[src/sv/nmea_rmc_field_extractor_top_defines.svh]
// assertion helpers for the rmc extractor emit module
`ifndef NMEA_RMC_FIELD_EXTRACTOR_TOP_DEFINES_SVH
`define NMEA_RMC_FIELD_EXTRACTOR_TOP_DEFINES_SVH

// same-cycle implication, clocked on aclk, off while aresetn is low
`define RMC_ASSERT_IMP(lbl, ante, cons, msg) \
    lbl: assert property (@(posedge aclk) disable iff (!aresetn) (ante) |-> (cons)) \
        else $error(msg);

// next-cycle implication, clocked on aclk, off while aresetn is low
`define RMC_ASSERT_NXT(lbl, ante, cons, msg) \
    lbl: assert property (@(posedge aclk) disable iff (!aresetn) (ante) |=> (cons)) \
        else $error(msg);

`endif

[src/sv/nmea_rmc_pkg.sv]
package nmea_rmc_pkg;

    // characters
    localparam logic [7:0] CH_DOLLAR = 8'h24;
    localparam logic [7:0] CH_NL     = 8'h0A;
    localparam logic [7:0] CH_COMMA  = 8'h2C;
    localparam logic [7:0] CH_VOID   = 8'h56;

    localparam int HDR_LEN = 6;

    // field ids on the result stream
    localparam logic [2:0] FID_LAT    = 3'd0;
    localparam logic [2:0] FID_LATDIR = 3'd1;
    localparam logic [2:0] FID_LON    = 3'd2;
    localparam logic [2:0] FID_LONDIR = 3'd3;
    localparam logic [2:0] FID_SPD    = 3'd4;
    localparam logic [2:0] FID_CRS    = 3'd5;

    // comma count that opens each field of interest
    localparam logic [3:0] CC_STATUS = 4'd2;
    localparam logic [3:0] CC_LAT    = 4'd3;
    localparam logic [3:0] CC_LATDIR = 4'd4;
    localparam logic [3:0] CC_LON    = 4'd5;
    localparam logic [3:0] CC_LONDIR = 4'd6;
    localparam logic [3:0] CC_SPD    = 4'd7;
    localparam logic [3:0] CC_CRS    = 4'd8;
    localparam logic [3:0] CNT_SAT   = 4'hF;

    localparam int LAT_LEN = 9;
    localparam int LON_LEN = 10;

    // capture memory layout; course follows speed at SPD_BASE + FIELD_MAX
    localparam int LAT_BASE    = 0;
    localparam int LATDIR_BASE = 9;
    localparam int LON_BASE    = 10;
    localparam int LONDIR_BASE = 20;
    localparam int SPD_BASE    = 21;

    typedef struct packed {
        logic we;
        logic clr;
    } cap_ctl_t;

    typedef struct packed {
        logic       start;
        logic [3:0] speed_len;
        logic [3:0] course_len;
    } emit_req_t;

    typedef enum logic [1:0] {
        EM_IDLE,
        EM_READ,
        EM_LOAD
    } emit_state_t;

    function automatic logic [7:0] hdr_char(input logic [2:0] i);
        logic [7:0] c;
        case (i)
            3'd0:    c = CH_DOLLAR;
            3'd1:    c = 8'h47;
            3'd2:    c = 8'h50;
            3'd3:    c = 8'h52;
            3'd4:    c = 8'h4D;
            3'd5:    c = 8'h43;
            default: c = 8'h00;
        endcase
        return c;
    endfunction

endpackage

[src/sv/nmea_rmc_parse.sv]
module nmea_rmc_parse
    import nmea_rmc_pkg::*;
#(
    parameter int MAX_SENTENCE = 100,
    parameter int FIELD_MAX    = 8,
    parameter int AW           = 6
) (
    input  logic          aclk,
    input  logic          aresetn,
    input  logic          in_fire,
    input  logic [7:0]    rx_byte,
    output cap_ctl_t      cap_ctl,
    output logic [AW-1:0] wr_addr,
    output logic [7:0]    wr_data,
    output emit_req_t     req
);

    localparam int CRS_BASE = SPD_BASE + FIELD_MAX;

    logic       in_sentence_reg, in_sentence_next;
    logic       header_match_reg, header_match_next;
    logic [6:0] byte_count_reg, byte_count_next;
    logic [3:0] comma_count_reg, comma_count_next;
    logic [3:0] pos_reg, pos_next;
    logic       status_void_reg, status_void_next;
    logic [3:0] speed_len_reg, speed_len_next;
    logic [3:0] course_len_reg, course_len_next;

    // view of the state after a '$' has restarted the sentence
    logic       is_dollar;
    logic       cur_in, cur_hm, cur_sv;
    logic [6:0] cur_bc;
    logic [3:0] cur_cc, cur_pos, cur_spd, cur_crs;

    always_comb begin
        is_dollar = in_fire && (rx_byte == CH_DOLLAR);
        cur_in    = is_dollar || in_sentence_reg;
        cur_hm    = is_dollar || header_match_reg;
        cur_bc    = is_dollar ? '0 : byte_count_reg;
        cur_cc    = is_dollar ? '0 : comma_count_reg;
        cur_pos   = is_dollar ? '0 : pos_reg;
        cur_sv    = is_dollar ? 1'b0 : status_void_reg;
        cur_spd   = is_dollar ? '0 : speed_len_reg;
        cur_crs   = is_dollar ? '0 : course_len_reg;
    end

    always_comb begin
        in_sentence_next  = in_sentence_reg;
        header_match_next = header_match_reg;
        byte_count_next   = byte_count_reg;
        comma_count_next  = comma_count_reg;
        pos_next          = pos_reg;
        status_void_next  = status_void_reg;
        speed_len_next    = speed_len_reg;
        course_len_next   = course_len_reg;
        cap_ctl           = '0;
        wr_addr           = '0;
        wr_data           = rx_byte;
        req.start         = 1'b0;

        if (in_fire) begin
            cap_ctl.clr       = is_dollar;
            in_sentence_next  = cur_in;
            header_match_next = cur_hm;
            byte_count_next   = cur_bc;
            comma_count_next  = cur_cc;
            pos_next          = cur_pos;
            status_void_next  = cur_sv;
            speed_len_next    = cur_spd;
            course_len_next   = cur_crs;

            if (cur_in) begin
                if (cur_bc >= 7'(MAX_SENTENCE)) begin
                    // overlong: drop the sentence silently
                    in_sentence_next = 1'b0;
                end else begin
                    if (cur_bc < 7'(HDR_LEN) && rx_byte != hdr_char(cur_bc[2:0])) begin
                        header_match_next = 1'b0;
                    end
                    byte_count_next = cur_bc + 7'd1;

                    if (rx_byte == CH_NL) begin
                        in_sentence_next = 1'b0;
                        req.start = header_match_next && (byte_count_next >= 7'(HDR_LEN))
                                    && (cur_cc >= CC_CRS) && !cur_sv;
                    end else if (rx_byte == CH_COMMA) begin
                        if (cur_cc != CNT_SAT) begin
                            comma_count_next = cur_cc + 4'd1;
                        end
                        pos_next = '0;
                    end else if (!is_dollar) begin
                        case (cur_cc)
                            CC_STATUS: begin
                                if (cur_pos == '0 && rx_byte == CH_VOID) begin
                                    status_void_next = 1'b1;
                                end
                            end
                            CC_LAT: begin
                                cap_ctl.we = cur_pos < 4'(LAT_LEN);
                                wr_addr    = AW'(LAT_BASE) + AW'(cur_pos);
                            end
                            CC_LATDIR: begin
                                cap_ctl.we = cur_pos == '0;
                                wr_addr    = AW'(LATDIR_BASE);
                            end
                            CC_LON: begin
                                cap_ctl.we = cur_pos < 4'(LON_LEN);
                                wr_addr    = AW'(LON_BASE) + AW'(cur_pos);
                            end
                            CC_LONDIR: begin
                                cap_ctl.we = cur_pos == '0;
                                wr_addr    = AW'(LONDIR_BASE);
                            end
                            CC_SPD: begin
                                wr_addr = AW'(SPD_BASE) + AW'(cur_pos);
                                if (cur_pos < 4'(FIELD_MAX)) begin
                                    cap_ctl.we     = 1'b1;
                                    speed_len_next = cur_pos + 4'd1;
                                end
                            end
                            CC_CRS: begin
                                wr_addr = AW'(CRS_BASE) + AW'(cur_pos);
                                if (cur_pos < 4'(FIELD_MAX)) begin
                                    cap_ctl.we      = 1'b1;
                                    course_len_next = cur_pos + 4'd1;
                                end
                            end
                            default: begin
                            end
                        endcase
                        if (cur_pos != CNT_SAT) begin
                            pos_next = cur_pos + 4'd1;
                        end
                    end
                end
            end
        end

        req.speed_len  = speed_len_next;
        req.course_len = course_len_next;
    end

    always_ff @(posedge aclk) begin
        if (!aresetn) begin
            in_sentence_reg  <= 1'b0;
            header_match_reg <= 1'b0;
            byte_count_reg   <= '0;
            comma_count_reg  <= '0;
            pos_reg          <= '0;
            status_void_reg  <= 1'b0;
            speed_len_reg    <= '0;
            course_len_reg   <= '0;
        end else begin
            in_sentence_reg  <= in_sentence_next;
            header_match_reg <= header_match_next;
            byte_count_reg   <= byte_count_next;
            comma_count_reg  <= comma_count_next;
            pos_reg          <= pos_next;
            status_void_reg  <= status_void_next;
            speed_len_reg    <= speed_len_next;
            course_len_reg   <= course_len_next;
        end
    end

endmodule

[src/sv/nmea_rmc_cap_mem.sv]
module nmea_rmc_cap_mem
    import nmea_rmc_pkg::*;
#(
    parameter int DEPTH = 37,
    parameter int AW    = 6
) (
    input  logic          aclk,
    input  logic          aresetn,
    input  cap_ctl_t      cap_ctl,
    input  logic [AW-1:0] wr_addr,
    input  logic [7:0]    wr_data,
    input  logic          rd_en,
    input  logic [AW-1:0] rd_addr,
    output logic [7:0]    rd_data
);

    logic [7:0]       mem [DEPTH];
    logic [DEPTH-1:0] valid_reg;
    logic [7:0]       rd_data_reg;
    logic             rd_vld_reg;

    always_ff @(posedge aclk) begin
        if (cap_ctl.we) begin
            mem[wr_addr] <= wr_data;
        end
        if (rd_en) begin
            rd_data_reg <= mem[rd_addr];
            rd_vld_reg  <= valid_reg[rd_addr];
        end
    end

    // unwritten entries since the last '$' read back as zero
    always_ff @(posedge aclk) begin
        if (!aresetn) begin
            valid_reg <= '0;
        end else if (cap_ctl.clr) begin
            valid_reg <= '0;
        end else if (cap_ctl.we) begin
            valid_reg[wr_addr] <= 1'b1;
        end
    end

    assign rd_data = rd_vld_reg ? rd_data_reg : 8'h00;

endmodule

[src/sv/nmea_rmc_emit.sv]
`include "nmea_rmc_field_extractor_top_defines.svh"

module nmea_rmc_emit
    import nmea_rmc_pkg::*;
#(
    parameter int FIELD_MAX = 8,
    parameter int DEPTH     = 37,
    parameter int AW        = 6
) (
    input  logic          aclk,
    input  logic          aresetn,
    input  emit_req_t     req,
    output logic          busy,
    output logic          rd_en,
    output logic [AW-1:0] rd_addr,
    input  logic [7:0]    rd_data,
    output logic          m_tvalid,
    input  logic          m_tready,
    output logic [15:0]   m_tdata,
    output logic          m_tlast
);

    localparam int CRS_BASE = SPD_BASE + FIELD_MAX;

    emit_state_t state_reg, state_next;
    logic [2:0]  fid_reg, fid_next;
    logic [3:0]  idx_reg, idx_next;
    logic [3:0]  spd_len_reg, spd_len_next;
    logic [3:0]  crs_len_reg, crs_len_next;

    // tags of the word in flight through the memory read
    logic [2:0]  p_fid_reg;
    logic [3:0]  p_idx_reg;
    logic        p_last_reg;

    logic        m_valid_reg, m_valid_next;
    logic [2:0]  m_fid_reg;
    logic [3:0]  m_idx_reg;
    logic [7:0]  m_code_reg;
    logic        m_last_reg;

    logic        load;
    logic [2:0]  step_fid;
    logic [3:0]  step_idx;
    logic        step_last;

    // walk order: lat, lat dir, lon, lon dir, speed, course
    always_comb begin
        step_fid  = fid_reg;
        step_idx  = idx_reg + 4'd1;
        step_last = 1'b0;
        rd_addr   = '0;
        case (fid_reg)
            FID_LAT: begin
                rd_addr = AW'(LAT_BASE) + AW'(idx_reg);
                if (idx_reg == 4'(LAT_LEN - 1)) begin
                    step_fid = FID_LATDIR;
                    step_idx = '0;
                end
            end
            FID_LATDIR: begin
                rd_addr  = AW'(LATDIR_BASE);
                step_fid = FID_LON;
                step_idx = '0;
            end
            FID_LON: begin
                rd_addr = AW'(LON_BASE) + AW'(idx_reg);
                if (idx_reg == 4'(LON_LEN - 1)) begin
                    step_fid = FID_LONDIR;
                    step_idx = '0;
                end
            end
            FID_LONDIR: begin
                rd_addr  = AW'(LONDIR_BASE);
                step_idx = '0;
                if (spd_len_reg != '0) begin
                    step_fid = FID_SPD;
                end else if (crs_len_reg != '0) begin
                    step_fid = FID_CRS;
                end else begin
                    step_last = 1'b1;
                end
            end
            FID_SPD: begin
                rd_addr = AW'(SPD_BASE) + AW'(idx_reg);
                if (idx_reg == spd_len_reg - 4'd1) begin
                    step_idx = '0;
                    if (crs_len_reg != '0) begin
                        step_fid = FID_CRS;
                    end else begin
                        step_last = 1'b1;
                    end
                end
            end
            FID_CRS: begin
                rd_addr   = AW'(CRS_BASE) + AW'(idx_reg);
                step_last = idx_reg == crs_len_reg - 4'd1;
            end
            default: begin
                step_last = 1'b1;
            end
        endcase
    end

    always_comb begin
        state_next   = state_reg;
        fid_next     = fid_reg;
        idx_next     = idx_reg;
        spd_len_next = spd_len_reg;
        crs_len_next = crs_len_reg;
        rd_en        = 1'b0;
        load         = 1'b0;
        case (state_reg)
            EM_IDLE: begin
                if (req.start) begin
                    fid_next     = FID_LAT;
                    idx_next     = '0;
                    spd_len_next = req.speed_len;
                    crs_len_next = req.course_len;
                    state_next   = EM_READ;
                end
            end
            EM_READ: begin
                // output word must be free when the read data lands
                if (!m_valid_reg || m_tready) begin
                    rd_en      = 1'b1;
                    fid_next   = step_fid;
                    idx_next   = step_idx;
                    state_next = EM_LOAD;
                end
            end
            EM_LOAD: begin
                load       = 1'b1;
                state_next = p_last_reg ? EM_IDLE : EM_READ;
            end
            default: begin
                state_next = EM_IDLE;
            end
        endcase

        if (load) begin
            m_valid_next = 1'b1;
        end else if (m_tready) begin
            m_valid_next = 1'b0;
        end else begin
            m_valid_next = m_valid_reg;
        end
    end

    always_ff @(posedge aclk) begin
        if (!aresetn) begin
            state_reg   <= EM_IDLE;
            m_valid_reg <= 1'b0;
        end else begin
            state_reg   <= state_next;
            m_valid_reg <= m_valid_next;
        end
    end

    always_ff @(posedge aclk) begin
        fid_reg     <= fid_next;
        idx_reg     <= idx_next;
        spd_len_reg <= spd_len_next;
        crs_len_reg <= crs_len_next;
        if (rd_en) begin
            p_fid_reg  <= fid_reg;
            p_idx_reg  <= idx_reg;
            p_last_reg <= step_last;
        end
        if (load) begin
            m_fid_reg  <= p_fid_reg;
            m_idx_reg  <= p_idx_reg;
            m_code_reg <= rd_data;
            m_last_reg <= p_last_reg;
        end
    end

    assign busy     = state_reg != EM_IDLE;
    assign m_tvalid = m_valid_reg;
    assign m_tdata  = {1'b0, m_code_reg, m_idx_reg, m_fid_reg};
    assign m_tlast  = m_last_reg;

    `RMC_ASSERT_IMP(a_start_idle, req.start, state_reg == EM_IDLE, "run requested while emitting")
    `RMC_ASSERT_IMP(a_load_free, state_reg == EM_LOAD, !m_valid_reg, "output word busy on load")
    `RMC_ASSERT_NXT(a_load_shows, state_reg == EM_LOAD, m_valid_reg, "loaded word not shown")
    `RMC_ASSERT_IMP(a_rd_range, rd_en, rd_addr < AW'(DEPTH), "capture read out of range")

endmodule

[src/sv/nmea_rmc_field_extractor_top.sv]
// NMEA 0183 RMC field extractor. Takes received characters on s_tdata and, for each
// "$GPRMC" sentence with at least eight commas and a status not starting with 'V', emits
// on the newline the raw latitude (9), latitude direction (1), longitude (10), longitude
// direction (1), speed and course characters (each up to FIELD_MAX) as words tagged with
// field id and position; m_tlast marks the final word of the run. Captures are kept in a
// small byte memory with per-entry valid bits cleared at each '$'. Outside emission one
// character is taken every cycle. After an accepted sentence the input stalls while the
// run is read out: 21 + speed length + course length words, each one memory read then one
// output load, longer when m_tready is held low. Only the final word can wait in the
// output register while the next sentence is already being taken. Sentences longer than
// MAX_SENTENCE characters are dropped.
module nmea_rmc_field_extractor_top
    import nmea_rmc_pkg::*;
#(
    parameter int MAX_SENTENCE = 100,
    parameter int FIELD_MAX    = 8
) (
    input  logic        aclk,
    input  logic        aresetn,
    input  logic        s_tvalid,
    output logic        s_tready,
    input  logic [7:0]  s_tdata,   // [7:0] rx_byte
    output logic        m_tvalid,
    input  logic        m_tready,
    output logic [15:0] m_tdata,   // [2:0] field_id, [6:3] char_index, [14:7] char_code
    output logic        m_tlast
);

    localparam int DEPTH = SPD_BASE + 2 * FIELD_MAX;
    localparam int AW    = $clog2(DEPTH);

    logic          in_fire;
    logic          busy;
    cap_ctl_t      cap_ctl;
    logic [AW-1:0] wr_addr;
    logic [7:0]    wr_data;
    emit_req_t     req;
    logic          rd_en;
    logic [AW-1:0] rd_addr;
    logic [7:0]    rd_data;

    assign s_tready = !busy;
    assign in_fire  = s_tvalid && s_tready;

    nmea_rmc_parse #(
        .MAX_SENTENCE (MAX_SENTENCE),
        .FIELD_MAX    (FIELD_MAX),
        .AW           (AW)
    ) u_parse (
        .aclk    (aclk),
        .aresetn (aresetn),
        .in_fire (in_fire),
        .rx_byte (s_tdata),
        .cap_ctl (cap_ctl),
        .wr_addr (wr_addr),
        .wr_data (wr_data),
        .req     (req)
    );

    nmea_rmc_cap_mem #(
        .DEPTH (DEPTH),
        .AW    (AW)
    ) u_mem (
        .aclk    (aclk),
        .aresetn (aresetn),
        .cap_ctl (cap_ctl),
        .wr_addr (wr_addr),
        .wr_data (wr_data),
        .rd_en   (rd_en),
        .rd_addr (rd_addr),
        .rd_data (rd_data)
    );

    nmea_rmc_emit #(
        .FIELD_MAX (FIELD_MAX),
        .DEPTH     (DEPTH),
        .AW        (AW)
    ) u_emit (
        .aclk     (aclk),
        .aresetn  (aresetn),
        .req      (req),
        .busy     (busy),
        .rd_en    (rd_en),
        .rd_addr  (rd_addr),
        .rd_data  (rd_data),
        .m_tvalid (m_tvalid),
        .m_tready (m_tready),
        .m_tdata  (m_tdata),
        .m_tlast  (m_tlast)
    );

endmodule
[config.mk]
export PLATFORM = sky130hd
export DESIGN_NAME = nmea_rmc_field_extractor_top
export DESIGN_NICKNAME = d
export VERILOG_FILES = /design/src/sv/nmea_rmc_pkg.sv /design/src/sv/nmea_rmc_parse.sv /design/src/sv/nmea_rmc_cap_mem.sv /design/src/sv/nmea_rmc_emit.sv /design/src/sv/nmea_rmc_field_extractor_top.sv
export VERILOG_INCLUDE_DIRS = /design/src /design/src/sv
export SDC_FILE = /design/constraint.sdc
export NUM_CORES = 1
export LEC_CHECK = 0
export ABC_CLOCK_PERIOD_IN_PS = 7200
export BUFFER_PORTS_ARGS = -buffer_cell sky130_fd_sc_hd__buf_2
export CAP_MARGIN = 5
export CORE_ASPECT_RATIO = 0.6
export CORE_MARGIN = 5
export CORE_UTILIZATION = 49
export CTS_BUF_LIST = sky130_fd_sc_hd__clkbuf_16
export DETAILED_ROUTE_END_ITERATION = 7
export GPL_TIMING_DRIVEN = 0
export SLEW_MARGIN = 40
export SYNTH_ARGS = -nofsm -noshare
export SYNTH_HDL_FRONTEND = slang
export SYNTH_SLANG_ARGS = --single-unit
[constraint.sdc]
create_clock -name aclk -period 7.2 [get_ports aclk]
set_input_delay 0 -clock aclk [delete_from_list [all_inputs] [get_ports aclk]]
set_output_delay 0 -clock aclk [all_outputs]
set_load 0.03 [all_outputs]
==> results of run 1 <==
## cells by family after synthesis
logic type / Yosys count
XOR/XNOR: 21
AND/OR/NAND/NOR: 382
AO/OA/AOI/OAI: 259
adder cells (fa/ha/maj): 28
other: 1
flip-flops: 410
multiplexers: 196
buffers and inverters: 119
## synth_stat cells, types with 10 or more instances
cell / instances / area [sq um]
clkbuf_1: 60 / 225
o31ai_1: 13 / 97.6
nand3_1: 15 / 75.1
a311oi_1: 10 / 87.6
mux2i_1: 171 / 1710
nor4_1: 10 / 62.6
and2_1: 42 / 263
a31oi_1: 13 / 81.3
dfxtp_1: 66 / 1320
nor2b_1: 13 / 81.3
inv_1: 33 / 124
o21ai_0: 45 / 225
a211oi_1: 45 / 338
nor3_1: 37 / 185
ha_1: 28 / 350
mux2_2: 25 / 282
buf_1: 19 / 71.3
nor2_1: 68 / 255
and3_1: 14 / 87.6
nand2b_1: 16 / 100
xnor2_1: 15 / 131
o21a_1: 20 / 150
nand4_1: 11 / 68.8
a21oi_1: 39 / 195
nand2_1: 117 / 439
edfxtp_1: 344 / 10300
## worst min path at each step
stage | from | endpoint | slack [ns] | cells after the start
final | s_tdata[1] | u_mem.mem[35][1] | -0.004 | 2
after global routing | s_tdata[1] | u_mem.mem[23][1] | 0.007 | 2
after global placement | m_tready | u_emit.m_tvalid | 0.31 | 3
after CTS | s_tdata[5] | u_mem.mem[18][5] | 0.13 | 1
after floorplan | s_tdata[0] | u_mem.mem[0][0] | 0.1 | 0
after detailed placement | aresetn | u_parse.status_void_reg | 0.32 | 3
## critical path: stages, from the launching register on
cell      delay, ns
dfxtp_1        0.37
or3b_1         0.59
or4_4          0.61
buf_6          0.17
clkbuf_1       0.33
clkbuf_1       0.39
buf_1          0.38
nand2_1        0.21
ha_1           0.31
nand3b_1       0.23
nor2_1         0.23
ha_1           0.30
xnor2_1        0.16
or2_2          0.30
a31oi_1        0.35
o31a_1         0.18
clkbuf_2       0.36
nand2b_1       0.25
clkbuf_1       0.35
nor2_1         0.69
## layout by cell type (no fill, tap or decap), drive strengths merged, types with 5 or more instances in the layout
| master | n |
|---|---|
| nor3b | 5 |
| o211ai | 8 |
| mux2i | 171 |
| mux2 | 25 |
| o21a | 20 |
| dfxtp | 66 |
| nand2 | 117 |
| clkbuf | 103 |
| nand3b | 5 |
| buf | 63 |
| edfxtp | 344 |
| xor2 | 6 |
| nand4 | 11 |
| nor3 | 39 |
| a221oi | 8 |
| nor4 | 11 |
| a311oi | 10 |
| nand3 | 15 |
| a22oi | 5 |
| a211oi | 46 |
| clkinv | 14 |
| and3 | 14 |
| a31oi | 13 |
| nand2b | 16 |
| o21ai | 51 |
| nor2b | 13 |
| ha | 28 |
| o31ai | 13 |
| xnor2 | 15 |
| inv | 43 |
| nor2 | 68 |
| a21oi | 40 |
| dlygate4sd3 | 10 |
| and2 | 43 |
## what timing repair did
action,in CTS,in global routing
pin swaps,0,1
hold endpoints to repair,85,136
endpoints found under the setup margin,8,160
setup buffers,0,1
hold buffers,6,9
gates resized for setup,1,9
## power groups by stage
| stage | clock network (uW) | registers (uW) | logic (uW) |
|---|---|---|---|
| 6_report | 1980 | 2560 | 80.5 |
| 5_1_grt | 2110 | 2560 | 86.2 |
| 4_1_cts | 2010 | 2560 | 67.4 |
| 3_5_place_dp | 0 | 2610 | 62.5 |
| 3_3_place_gp | 0 | 2610 | 60.4 |
| 2_1_floorplan | 0 | 2610 | 16.7 |
## through the flow
step	std cells	setup slack [ns]	instance area [sq um]	hold slack [ns]
floorplan	1416	1.83	18400	0.0989
global placement	1958	-0.626	19200	0.312
detailed placement	1963	-0.235	19400	0.321
CTS	2037	-0.0103	20600	0.129
global route	2047	-0.290	20900	0.00708
finish	2047	0.0440	20900	-0.00409
## layout make-up
cell class | instances | area share [%]
buffer | 85 | 1.65
sequential | 410 | 55.8
tap | 513 | 3.08
clock inverter | 27 | 0.827
clock buffer | 41 | 4.92
timing repair buffer | 50 | 1.95
multi-input combinational | 887 | 31.1
inverter | 34 | 0.612
## routing by layer
| layer | track usage [%] | share of wire (%) | wire length, microns |
|---|---|---|---|
| met4 | 4.49 | 1.8 | 906 |
| met5 | 0 | 0 | 0 |
| met3 | 5.07 | 9.5 | 4660 |
| met2 | 29.4 | 39 | 19100 |
| met1 | 38.2 | 50 | 24500 |
==> metrics.md, run 1 <==
| Metric | Value |
|---|---|
| Initial antenna violation count | 2 |
| Worst reg2reg path depth | 19 |
| CP endpoint | u_mem.mem[28][3] |
| Fmax | 140 MHz |
| Xor/xnor share of the synthesized area | 0.999% |
| Diode count | 0 |
| Final Total Pwr | 4620 uW |
| Leak | 0.00709 uW |
| I/O Pins | 31 |
| P_sw | 944 uW |
| Crit share post-route | 99.4% |
| Mapped Avg Cell Area | 13.0 sq um |
| DR DRC count | 0 |
| Clock Tree Root | clkbuf_16 |
| Final core occ | 55.7% |
| Largest net degree at the start of global routing | 44 |
| DP HPWL | 32,600 microns |
| Syn nets | 1,456 |
| CP Capture Type | flip-flop |
| Post-Synth Adder-Cell Area | 1.90% |
| CTS tree | built |
| Crit Path Class | flip-flop to flip-flop |
| #FFs+latches synth | 410 |
| Hold WC Path Type | input port to flip-flop |
| Pins Over Slew Limit | 0 |
| Routed Antenna Nets | 0 |
| Insertion delay to the later sink of the worst-skew pair | 0.55 ns |
| Slew HR | 33.0% |
| Critical path origin | u_emit.state_reg[1] |
| Multi-input logic area | 6500 sq um |
| Worst Tran Pin Value | 1.00 ns |
| FF+latch area | 11,700 sq um |
| Unique cell type count in the Yosys netlist | 77 |
| Via count | 12,100 |
| VDD IR max | 0.000149 V |
| Max Buffers Root-to-Sink | 3 |
| Failing checks | negative hold slack |
| PD cells | 222 nW/um^2 |
| Fin nets | 1,547 |
| Post-route setup TNS | 0 ns |
| Worst Skew | 0.0282 ns |
| Logic pwr share | 1.7% |
| Die height | 160 microns |
| Max Fanout on Critical Path | 10 |
| RR Startpoint | u_emit.state_reg[1] |
| Internal power | 3680 uW |
| First-pass GRT wire length | 71,300 microns |
| Detailed Routing Iterations Pass 1 | 6 |
| Minimum clock period | 7.16 ns |
| Die area | 41,700 sq um |
| Compound-gate portion of the synthesized area | 9.92% |
| Area grow syn2layout | 13.3% |
| Run status | finished with violations |
| Vias in the first global route | 11,200 |
| Max cap viols | 0 |
| H-tree levels | 2 |
| Critical Path Start Type | flip-flop |
| Synth Area in Simple Gates | 10.6% |
| Switching Fraction | 20.4% |
| Max reg flops | 296 |
| Unrepaired setup endpoints after global routing | yes |
| CTS Buf Count | 39 |
| Post-synth EDFFs | 344 |
| Post-synthesis sequential area ratio | 63.3% |
| Wirelength per Cell | 24.0 microns |
| Seq pwr share | 55.4% |
| Rows | 55 |
| Number of fillers in the final layout | 3,130 |
| Largest family of logic cells by synthesized area | multiplexers |
| R2R Setup Slk | 0.04 ns |
| # setup viols final | 0 |
| # clock sinks | 410 |
| Die W | 260 microns |
| Final hold violation count | 3 |
| Post-synthesis mux area share | 10.8% |
| Clock group share of total power | 42.9% |
| Mapped cell area | 18,400 sq um |
| Required @ worst endpoint | 7.37 ns |
| Hold slack | -0.00409 ns |
| Total track usage | 22.6% |
| Post-synth ARST share | 0% |
| Port Buffers | 29 |
| Core area | 37,400 sq um |
| Initial Utilization | 49.2% |
| Synth Instances | 1,416 |
| Final wirelength | 49,200 microns |
| Synthesis Warnings | 0 |
| Congestion Overflow GR | 0 |
| WP data arrival | 7.32 ns |
| Synth Flop Type | edfxtp_1 |
| Share of layout cells above drive strength 1 | 11.7% |
| Routed vias/inst | 5.89 |
| RR Endpoint | u_mem.mem[28][3] |
| Worst-path clk slew | 0.07 ns |
| RD Place Congestion | 0.901 |
| Number of DRC markers in iteration 0 | 1,380 |
No activity file was read; power rests on OpenSTA's default activity.
==> run 2: changes to the inputs <==
--- a/config.mk
+++ b/config.mk
@@ -6,6 +6,7 @@
 export SDC_FILE = /design/constraint.sdc
 export NUM_CORES = 1
 export LEC_CHECK = 0
+export ABC_AREA = 1
 export ABC_CLOCK_PERIOD_IN_PS = 7200
 export BUFFER_PORTS_ARGS = -buffer_cell sky130_fd_sc_hd__buf_2
 export CAP_MARGIN = 5
==> run 2 against run 1 <==
Against the previous run:
- the run now ends clean
- hold slack gained 0.037 ns
- critical endpoint is now u_mem.mem[4][4]
- count of clock-buffer cells in the layout down 1
- clock skew is 0.0011 ns lower
- core utilization fell by 0.86 points
- global-route usage up 2.4 points
- largest power group unchanged
- register-to-register slack improved by 2.2 ns
==> metrics.md, run 2 <==
| Metric | Value |
|---|---|
| Post-Synth Adder-Cell Area | 1.82% |
| Final wirelength | 54,400 microns |
| Final hold violation count | 0 |
| DR DRC count | 0 |
| Area contributors post-synth | edfxtp_1 (54%), nand2_1 (7.5%), dfxtp_1 (6.9%) |
| Synthesis Warnings | 0 |
| Commonest non-fill, non-tap cells in the layout | nand2_1 (383), edfxtp_1 (344), inv_1 (305) |
| Post-synth EDFFs | 344 |
| Port Buffers | 29 |
| VDD IR max | 0.000154 V |
| Die area | 43,400 sq um |
| Routed Antenna Nets | 0 |
| Post-cts sizing count | 0 |
| Post-synth ARST share | 0% |
| Initial antenna violation count | 1 |
| PD cells | 215 nW/um^2 |
| Fin nets | 2,107 |
| #FFs+latches synth | 410 |
| Worst-path clk slew | 0.06 ns |
| RD Place Congestion | 0.945 |
| Max reg flops | 296 |
| Slew HR | 45.9% |
| I/O Pins | 31 |
| Number of DRC markers in iteration 0 | 1,793 |
| Die W | 266 microns |
| # setup viols final | 0 |
| R2R Setup Slk | 2.23 ns |
| Area grow syn2layout | 11.0% |
| Worst reg2reg path depth | 23 |
| Vias in the first global route | 13,300 |
| Largest net degree at the start of global routing | 42 |
| Total track usage | 25.0% |
| WP data arrival | 5.26 ns |
| Hold slack | 0.0332 ns |
| Unique cell type count in the Yosys netlist | 55 |
| Max cap viols | 0 |
| # clock sinks | 410 |
| First-pass GRT wire length | 82,000 microns |
| Post-synth top area cell | edfxtp_1 |
| Max Fanout on Critical Path | 39 |
| Diode count | 0 |
| H-tree levels | 2 |
| DP HPWL | 38,200 microns |
| Rows | 56 |
| Initial Utilization | 49.5% |
| Minimum clock period | 5.09 ns |
| FF+latch area | 11,700 sq um |
| Largest family of logic cells by synthesized area | simple AND/OR/NAND/NOR gates |
| Multi-input logic area | 6020 sq um |
| Post-synthesis sequential area ratio | 60.6% |
| Area share of the largest cell type after synthesis | 53.7% |
| Final core occ | 54.9% |
| Critical Path Start Type | input port |
| Max Buffers Root-to-Sink | 3 |
| Mapped Avg Cell Area | 9.69 sq um |
| Pins Over Slew Limit | 0 |
| Required @ worst endpoint | 7.37 ns |
| Xor/xnor share of the synthesized area | 0.774% |
| Insertion delay to the later sink of the worst-skew pair | 0.57 ns |
| Worst Skew | 0.0270 ns |
| CP Capture Type | flip-flop |
| CP endpoint | u_mem.mem[4][4] |
| Fmax | 196 MHz |
| Routed vias/inst | 5.49 |
| RR Startpoint | u_emit.state_reg[0] |
| Synth Instances | 1,986 |
| Detailed Routing Iterations Pass 1 | 6 |
| RR Endpoint | u_mem.mem[4][4] |
| Crit share post-route | 70.7% |
| Number of fillers in the final layout | 3,529 |
| Run status | finished clean |
| Commonest non-fill, non-tap cell in the layout | nand2_1 |
| Wirelength per Cell | 20.8 microns |
| Critical path origin | s_tdata[6] |
| CTS tree | built |
| Final Total Pwr | 4580 uW |
| CTS Buf Count | 40 |
| Crit Path Class | input port to flip-flop |
| Synth Area in Simple Gates | 16.2% |
| Post-synthesis mux area share | 0% |
| Core area | 38,900 sq um |
| Congestion Overflow GR | 0 |
| Worst Tran Pin Value | 0.808 ns |
| Unrepaired setup endpoints after global routing | no |
| Mapped cell area | 19,200 sq um |
| Post-route setup TNS | 0 ns |
| Synth top cells by count | nand2_1 (383), edfxtp_1 (344), inv_1 (293) |
| Clock Tree Root | clkbuf_16 |
| Via count | 14,400 |
| Compound-gate portion of the synthesized area | 12.4% |
| Share of layout cells above drive strength 1 | 9.30% |
| Die height | 163 microns |
| Synth Flop Type | edfxtp_1 |
| Leak | 0.00856 uW |
| Cell with the most instances after synthesis | nand2_1 |
| Syn nets | 2,026 |
| Hold WC Path Type | input port to flip-flop |
==> run 2: cell count changes after synthesis, sizes merged, moves of 35 or more <==
| cell | before | now |
|---|---|---|
| a21oi | 40 | 99 |
| and2 | 43 | 1 |
| nand2 | 117 | 396 |
| nor2 | 68 | 176 |
| o211ai | 8 | 43 |
| nand3 | 15 | 88 |
| a211oi | 46 | 2 |
| inv | 34 | 306 |
| o21ai | 51 | 269 |
| mux2i | 171 | 0 |
==> run 2: cell type report <==
class	count	area share [%]
Clock buffer	40	4.69
Multi-Input combinational cell	1179	28.2
Sequential cell	410	54.6
Timing Repair Buffer	39	1.24
Clock inverter	31	0.774
Tap cell	522	3.06
Buffer	85	1.92
Inverter	312	5.49
==> run 2: layer usage <==
metal	up-vias	track usage, %	share of wire [%]
met5	-	0	0.024
met4	2	4.86	1.6
met3	73	6.52	11
met2	615	33.7	39
met1	6868	40.3	48
li1	6820	-	-
==> run 2: report_power, final <==
group          internal, uW  switching, uW
registers              2570           2.81
logic                  21.0           75.6
clock network          1020            904
==> run 2: repair_timing <==
action	CTS	global route
setup buffers	0	0
hold buffers	9	1
hold endpoints to repair	264	37
==> run 2: kinds of logic (layout without fill, tap and decap cells) <==
logic type / after synthesis / after routing
simple gates: 695 / 695
xor+xnor: 17 / 17
compound gates: 438 / 438
other cells: 1 / 1
flops: 410 / 410
buf+inv: 397 / 507
fa+ha+maj: 28 / 28
==> run 2: stage by stage <==
stage	cell area (sq um)	std cells	setup WS, ns
floorplan	19200	1986	3.55
detailed placement	20100	2537	1.83
finish	21300	2618	2.11
global placement	20000	2537	1.94
CTS	21300	2617	2.26
global route	21300	2618	1.84
==> run 2: worst min-delay path by stage <==
stage                               end  cells past startpoint  slack, ns                 from
floorplan               u_mem.mem[0][0]                      0        0.1           s_tdata[0]
global placement        u_emit.m_tvalid                      3       0.37             m_tready
detailed placement  u_emit.m_idx_reg[3]                      0       0.41  u_emit.p_idx_reg[3]
CTS                  u_parse.pos_reg[2]                      5      0.005             s_tvalid
global route         u_parse.pos_reg[2]                      5       0.07             s_tvalid
finish               u_parse.pos_reg[2]                      5       0.03             s_tvalid
==> run 2: worst max-delay path, cell delays in order <==
cell,delay (ns)
dlygate4sd3_1,0.53
buf_4,0.42
inv_1,0.18
nand2_1,0.16
nor2_2,0.05
nand3_2,0.11
buf_6,0.19
buf_6,0.18
clkbuf_1,0.48
nand2_1,0.23
ha_1,0.29
inv_1,0.06
nor2_1,0.04
nand3_2,0.13
inv_1,0.06
ha_1,0.34
nand3_1,0.10
nand2_1,0.05
nor2_1,0.15
nor2_1,0.08
nand3_2,0.16
nand2_1,0.11
nor2_4,0.24
nand2_2,0.20
nor2_1,0.65
